File: src/hw/rtl/d8fto_pkg.sv
// Package for the D8 flow topological order walker.
// Holds payload structs, command and kind codes, controller types and limits.
// No dependencies.
package d8fto_pkg;

    localparam int DEF_MAX_ROWS = 256;
    localparam int DEF_MAX_COLS = 256;
    localparam int SEED_DEPTH   = 65536;

    localparam logic [1:0] CMD_LOAD = 2'd0;
    localparam logic [1:0] CMD_SEED = 2'd1;
    localparam logic [1:0] CMD_STEP = 2'd2;

    localparam logic [1:0] KIND_DONOR = 2'd0;
    localparam logic [1:0] KIND_CONT  = 2'd1;
    localparam logic [1:0] KIND_FIN   = 2'd2;

    localparam logic [1:0] CFG_ROWS    = 2'd0;
    localparam logic [1:0] CFG_COLS    = 2'd1;
    localparam logic [1:0] CFG_MISSING = 2'd2;

    typedef struct packed {
        logic [1:0]  cmd;
        logic [15:0] cell_index;
        logic [16:0] value;
    } in_item_t;

    typedef struct packed {
        logic [1:0]  kind;
        logic [15:0] position;
        logic [16:0] donor;
        logic [16:0] receiver;
        logic        last;
    } out_item_t;

    typedef enum logic [3:0] {
        ST_IDLE, ST_START, ST_CHECK, ST_DIVIDE, ST_NB_ADDR, ST_NB_READ,
        ST_NB_TEST, ST_EMIT, ST_ADVANCE, ST_POP_WAIT, ST_STATUS
    } ctl_state_t;

    // Commands from the controller to the datapath.
    typedef struct packed {
        logic start;      // place pointers, fetch first seed
        logic div_start;  // begin row/column split of current cell
        logic nb_addr;    // compute neighbor address for nb_k
        logic nb_read;    // issue grid read
        logic push;       // write donor into queue, decrement write pointer
        logic nb_next;    // move to next neighbor
        logic advance;    // pop queue or take next seed
        logic pop_load;   // latch popped or seed value into current cell
        logic set_done;   // walk finished
    } dp_cmd_t;

    // Status from the datapath to the controller.
    typedef struct packed {
        logic empty_walk; // no seeds or negative start
        logic cell_ok;    // current cell valid and in grid
        logic div_busy;
        logic nb_in_grid;
        logic nb_match;   // neighbor drains here and list not full
        logic nb_last;    // neighbor index is 7
        logic finished;   // walk finishes at end of this step
        logic phase_run;
        logic phase_done;
    } dp_stat_t;

endpackage

File: src/hw/rtl/d8fto_ctrl.sv
// Controller state machine for the D8 walker: sequences one walk step.
// Uses d8fto_pkg; drives the datapath by command struct.
module d8fto_ctrl
    import d8fto_pkg::*;
(
    input  logic      clk,
    input  logic      rst_n,
    input  logic      step_go,
    output logic      step_busy,
    input  dp_stat_t  stat,
    output dp_cmd_t   cmd,
    output logic      emit_valid,
    output logic [1:0] emit_kind,
    output logic      emit_last,
    input  logic      emit_taken
);

    ctl_state_t state_reg, state_next;

    always_ff @(posedge clk or negedge rst_n)
    begin
        if (!rst_n)
            state_reg <= ST_IDLE;
        else
            state_reg <= state_next;
    end

    // Next state and commands.
    always_comb
    begin
        state_next = state_reg;
        cmd        = '0;
        emit_valid = 1'b0;
        emit_kind  = KIND_DONOR;
        emit_last  = 1'b0;
        unique case (state_reg)
            ST_IDLE:
            begin
                if (step_go)
                begin
                    if (stat.phase_done)
                        state_next = ST_STATUS;
                    else if (!stat.phase_run)
                    begin
                        if (stat.empty_walk)
                        begin
                            cmd.set_done = 1'b1;
                            state_next   = ST_STATUS;
                        end
                        else
                        begin
                            cmd.start  = 1'b1;
                            state_next = ST_START;
                        end
                    end
                    else
                        state_next = ST_CHECK;
                end
            end
            ST_START:
            begin
                cmd.pop_load = 1'b1;
                state_next   = ST_CHECK;
            end
            ST_CHECK:
            begin
                if (stat.cell_ok)
                begin
                    cmd.div_start = 1'b1;
                    state_next    = ST_DIVIDE;
                end
                else
                begin
                    cmd.advance = 1'b1;
                    state_next  = ST_POP_WAIT;
                end
            end
            ST_DIVIDE:
            begin
                if (!stat.div_busy)
                    state_next = ST_NB_ADDR;
            end
            ST_NB_ADDR:
            begin
                cmd.nb_addr = 1'b1;
                state_next  = ST_NB_READ;
            end
            ST_NB_READ:
            begin
                cmd.nb_read = 1'b1;
                state_next  = ST_NB_TEST;
            end
            ST_NB_TEST:
            begin
                if (stat.nb_in_grid && stat.nb_match)
                    state_next = ST_EMIT;
                else
                    state_next = ST_ADVANCE;
            end
            ST_EMIT:
            begin
                emit_valid = 1'b1;
                emit_kind  = KIND_DONOR;
                if (emit_taken)
                begin
                    cmd.push   = 1'b1;
                    state_next = ST_ADVANCE;
                end
            end
            ST_ADVANCE:
            begin
                if (stat.nb_last)
                begin
                    cmd.advance = 1'b1;
                    state_next  = ST_POP_WAIT;
                end
                else
                begin
                    cmd.nb_next = 1'b1;
                    state_next  = ST_NB_ADDR;
                end
            end
            ST_POP_WAIT:
            begin
                if (stat.finished)
                    cmd.set_done = 1'b1;
                else
                    cmd.pop_load = 1'b1;
                state_next = ST_STATUS;
            end
            ST_STATUS:
            begin
                emit_valid = 1'b1;
                emit_last  = 1'b1;
                emit_kind  = stat.phase_done ? KIND_FIN : KIND_CONT;
                if (emit_taken)
                    state_next = ST_IDLE;
            end
            default: state_next = ST_IDLE;
        endcase
    end

    assign step_busy = (state_reg != ST_IDLE);

    a_go_idle: assert property (@(posedge clk) disable iff (!rst_n)
        step_go |-> state_reg == ST_IDLE)
        else $error("step started while busy");
    a_emit_state: assert property (@(posedge clk) disable iff (!rst_n)
        emit_valid |-> (state_reg == ST_EMIT || state_reg == ST_STATUS))
        else $error("emit outside emit states");
    a_done_fin: assert property (@(posedge clk) disable iff (!rst_n)
        state_reg == ST_STATUS && stat.phase_done |-> emit_kind == KIND_FIN)
        else $error("finished walk reported continuing");

endmodule

File: config.mk
export PLATFORM = sky130hd
export DESIGN_NAME = d8fto_ctrl
export DESIGN_NICKNAME = d
export VERILOG_FILES = /design/src/hw/rtl/d8fto_pkg.sv /design/src/hw/rtl/d8fto_ctrl.sv
export SDC_FILE = /design/constraint.sdc
export NUM_CORES = 1
export LEC_CHECK = 0
export ABC_AREA = 1
export BUFFER_PORTS_ARGS = -buffer_cell sky130_fd_sc_hd__buf_2
export CORE_AREA = 3 3 40 42
export CTS_BUF_LIST = sky130_fd_sc_hd__clkbuf_4 sky130_fd_sc_hd__clkbuf_8 sky130_fd_sc_hd__clkbuf_16
export DETAILED_ROUTE_END_ITERATION = 8
export DIE_AREA = 0 0 43 45
export PLACE_DENSITY = 0.71
export SYNTH_ARGS = -nofsm -noshare
export SYNTH_HDL_FRONTEND = slang
export SYNTH_SLANG_ARGS = --single-unit
File: constraint.sdc
create_clock -name clk -period 3.6 [get_ports clk]
set_input_delay 0.54 -clock clk [delete_from_list [all_inputs] [get_ports clk]]
set_output_delay 0.54 -clock clk [all_outputs]
set_load 0.01 [all_outputs]
==> Word-level counts from Yosys, hierarchy flattened <==
Cells that the tools add are included.
{ "totals": {"inputBits": 13, "ram_bits": 0, "out_inout_bits": 14, "word_cells": 59, "latchBits": 0, "regBits": 4, "memories": 0, "romBits": 0} }
{ "op_classes": {"eq_ne": 14, "n_addsub": 0, "bitwise_logic": 0, "n_mul": 0, "magnitude_cmp": 0, "n_shift": 0, "n_reduce_logical": 5, "muxes": 39, "div": 0} }
{ "ops": {"columns": ["operator", "count"], "rows": [
  ["4-bit one-hot mux with 11 select lines", 1],
  ["4-bit 2-to-1 mux", 10],
  ["1-bit 2-to-1 mux", 23],
  ["4-bit by 3-bit == test with 1-bit output (second input constant)", 4],
  ["4-bit == test (second input constant)", 3],
  ["4-bit by 2-bit == test with 1-bit output (second input constant)", 2],
  ["2-bit != test (second input constant)", 4],
  ["1-bit one-hot mux with 2 select lines", 3],
  ["4-bit by 1-bit == test with 1-bit output (second input constant)", 1],
  ["4-bit zero test", 1],
  ["2-bit 2-to-1 mux", 2],
  ["4-bit AND reduction", 1],
  ["4-bit nonzero test", 1],
  ["2-bit OR reduction", 1],
  ["1-bit logical AND", 1]
]} }

==> Longest topological paths before layout <==
{ "logic_depth": {"ltp_word": 5, "ltp_mapped": 8, "depth_no_buf": 8} }

==> Least setup slack after synthesis <==
No wires, ideal clock.
{ "synth_path": {"kind": "register -> output", "from": "register state_reg[3]", "to": "output port cmd[0] (netlist bit)", "slack_ns": 1.943, "path_buffers": 0, "stages_incl_launch_ff": 4, "required_time_ns": 3.060, "arrival_time_ns": 1.117, "path_cell_list": "dfrtp_1 -> nor2_2 -> nand2_2 -> o21ai_0"} }
{ "synth_lines": {"columns": ["element", "line_no", "text"], "rows": [
  ["start: declaration", "d8fto_ctrl.sv:18", "ctl_state_t state_reg, state_next;"],
  ["start signal: assignment", "d8fto_ctrl.sv:25", "state_reg <= state_next;"],
  ["end: declaration", "d8fto_ctrl.sv:11", "output dp_cmd_t cmd,"]
]} }

==> qor.csv <==
stage,metric,value,unit
run_status,status,completed,
finish,register_area,100,um2
placed_design,gp_congestion,0.853,
placed_design,io_buffers,26,
worst_setup_path,path_cells,nor2_2 > nand2_2 > nor3_1 > buf_2,
finish,final_common_cell,buf_2,
flow_run,drv_cap,0,
power_and_ir_drop,swShare,55.5,%
drt,routed_wl,1.49,mm
finish,nNetsFinal,133,
timing,slew_headroom,80.6,%
global_routing,grt_pass1_vias,601,
worst_setup_path,critPathSlowestCell,dfrtp_1,
synthesis,synth_nets,102,
worst_setup_path,critPathCaptureType,output pin,
synthesis,syn_area_per_cell,5.86,um2
finish,antenna_cells,0,
finish,drive_gt1_share,40.7,%
power_and_ir_drop,vdd_drop_max,0.249,mV
finish,largest_register_ffs,4,
placed_design,dpl.hpwl,1.22,mm
timing,tightest_slew,0.291,ns
clocking,cts-htree-levels,1,
worst_setup_path,crit_buf_inv,1,
worst_setup_path,critPathArrivalTime,1.44,ns
clocking,numCtsBuffers,3,
clocking,worstSkewPairLatency,0.23,ns
clocking,cts_hold_buffers,0,
global_routing,grt_overflow,0,
power_and_ir_drop,netSwitchingPower,0.269,mW
timing,fin_crit_sh,54.9,%
die,initial_core_util,40.6,%
synthesis,yosysSeqAreaShare,19.2,%
die,dieWidth,43,um
timing,setup_tns,0,ns
power_and_ir_drop,comb_power_share,67.3,%
clocking,cts_tree,done,
die,io_pins,27,
drt,viasPerCell,4.87,
global_routing,antenna_found_initial,0,
clocking,cts_setup_buffers,0,
drt,drc,0,
drt,detail_route.wl_per_cell,11.2,um
timing,hold_viol_final,0,
timing,skew,0.0119,ns
synthesis,ys_seq_elements,4,
worst_setup_path,cp_max_fo,7,
worst_setup_path,start_kind,flop,
clocking,clk_pin_slew_worst_paths,0.04,ns
timing,fmax,0.506,GHz
finish,final_cells,133,
power_and_ir_drop,clkPwrFrac,11.3,%
hold_path,hold_class,in2async,
synthesis,netlist_area,522,um2
drt,ant_nets,0,
die,rows,13,
die,coreArea,1280,um2
worst_setup_path,cp_slowest_stage_delay,0.45,ns
global_routing,grt_pass1_wl,2.44,mm
finish,syn_to_final_growth,32.9,%
timing,period_needed,1.98,ns
clocking,clk_path_buf_depth,2,
global_routing,grt_usage,16.3,%
power_and_ir_drop,seqPwrFrac,21.3,%
die,die_area,1940,um2
die,dieHeight,45,um
finish,fillers,147,
timing,slew_violations,0,
timing,grt_setup_unrepaired,false,
synthesis,synth.distinct_cells,17,
power_and_ir_drop,power_density,700,nW/um2
global_routing,grt_max_degree,8,
finish,layout_common_cells,"26 x buf_2, 23 x nand2_1, 14 x inv_1",
worst_setup_path,crit_type,reg2out,
timing,setup_viol,0,
finish,multiInputGateArea,350,um2
power_and_ir_drop,p_int,0.216,mW
clocking,numClockSinks,4,
synthesis,yosys_warnings,0,
placed_design,dp.cells,130,
drt,drt_iter0_drc,22,
clocking,clockRootBuffer,clkbuf_4,
synthesis,netlist_instances,89,
worst_setup_path,cp.required,3.06,ns
worst_setup_path,cp_top_family,simple AND/OR/NAND/NOR gates,
drt,first_pass_iters,4,
power_and_ir_drop,leakage,0.477,nW
drt,vias,648,
clocking,ctsResizeCount,0,
## final cells by class
cell class	count	area share, %
inverters	19	10.3
well taps	15	2.71
multi-input cells	66	50.5
flip-flops and latches	4	14.4
clock buffers	3	3.25
repair buffers	26	18.8
## layer usage
metal	vias to the layer above	routed length [um]	track usage (%)
li1	336	-	-
met1	280	676	22.1
met2	30	716	25.7
met3	2	87	2.79
met4	0	6	6.63
met5	-	0	0
## through the flow
stage                     utilization [%]  hold WS, ns  cell area, um2  setup WS [ns]  power [mW]
final                                53.9        0.100             693           1.62       0.485
after global placement               52.2        0.347             671           1.93       0.425
after global routing                 53.9       0.0966             693           1.52       0.536
after floorplan                         -        0.244             522           1.94       0.336
after detailed placement             52.2        0.350             671           1.89       0.426
after CTS                            53.9        0.106             693           1.65       0.483
## worst reg2reg max path: stages, from the launching register on
cell	delay (ns)
dfrtp_1	0.45
nor2_2	0.30
nand3_1	0.17
nand2_1	0.11
a21oi_2	0.06
o21ai_1	0.10
nand2_1	0.06
## power groups by stage
stage | Sequential [mW] | Clock [mW] | Combinational [mW]
after detailed placement | 0.102 | 0 | 0.324
after floorplan | 0.0955 | 0 | 0.241
after global routing | 0.107 | 0.0610 | 0.368
final | 0.103 | 0.0550 | 0.327
after global placement | 0.101 | 0 | 0.324
after CTS | 0.102 | 0.0547 | 0.326
## kinds of logic after synthesis
kind of cell,after synthesis,share of synthesized area [%]
AND/OR/NAND/NOR,57,57.8
buffers and inverters,19,13.7
AO/OA/AOI/OAI,9,9.35
flip-flops,4,19.2
## final timing paths
| path | from | endpoint | slack (ns) | depth (start not counted) |
|---|---|---|---|---|
| max | state_reg[3] | cmd[8] | 1.62 | 4 |
| min | rst_n | state_reg[2] | 0.10 | 1 |
| max reg2reg | state_reg[3] | state_reg[0] | 2.22 | 6 |
| min reg2reg | state_reg[1] | state_reg[1] | 0.63 | 2 |
| max in group asynchronous | rst_n | state_reg[0] | 3.37 | 1 |
| min in group clk | state_reg[1] | state_reg[1] | 0.63 | 2 |
## Yosys cell counts, drive strengths merged
cell type   n  area [um2]
o21ai       7        35.0
nand4       1        6.26
nand2      29         139
nor3        2        10.0
dfrtp       4         100
a21oi       2        13.8
nor2       13        76.3
nand3      12        70.1
inv        19        71.3
No activity file was read; power rests on OpenSTA's default activity.
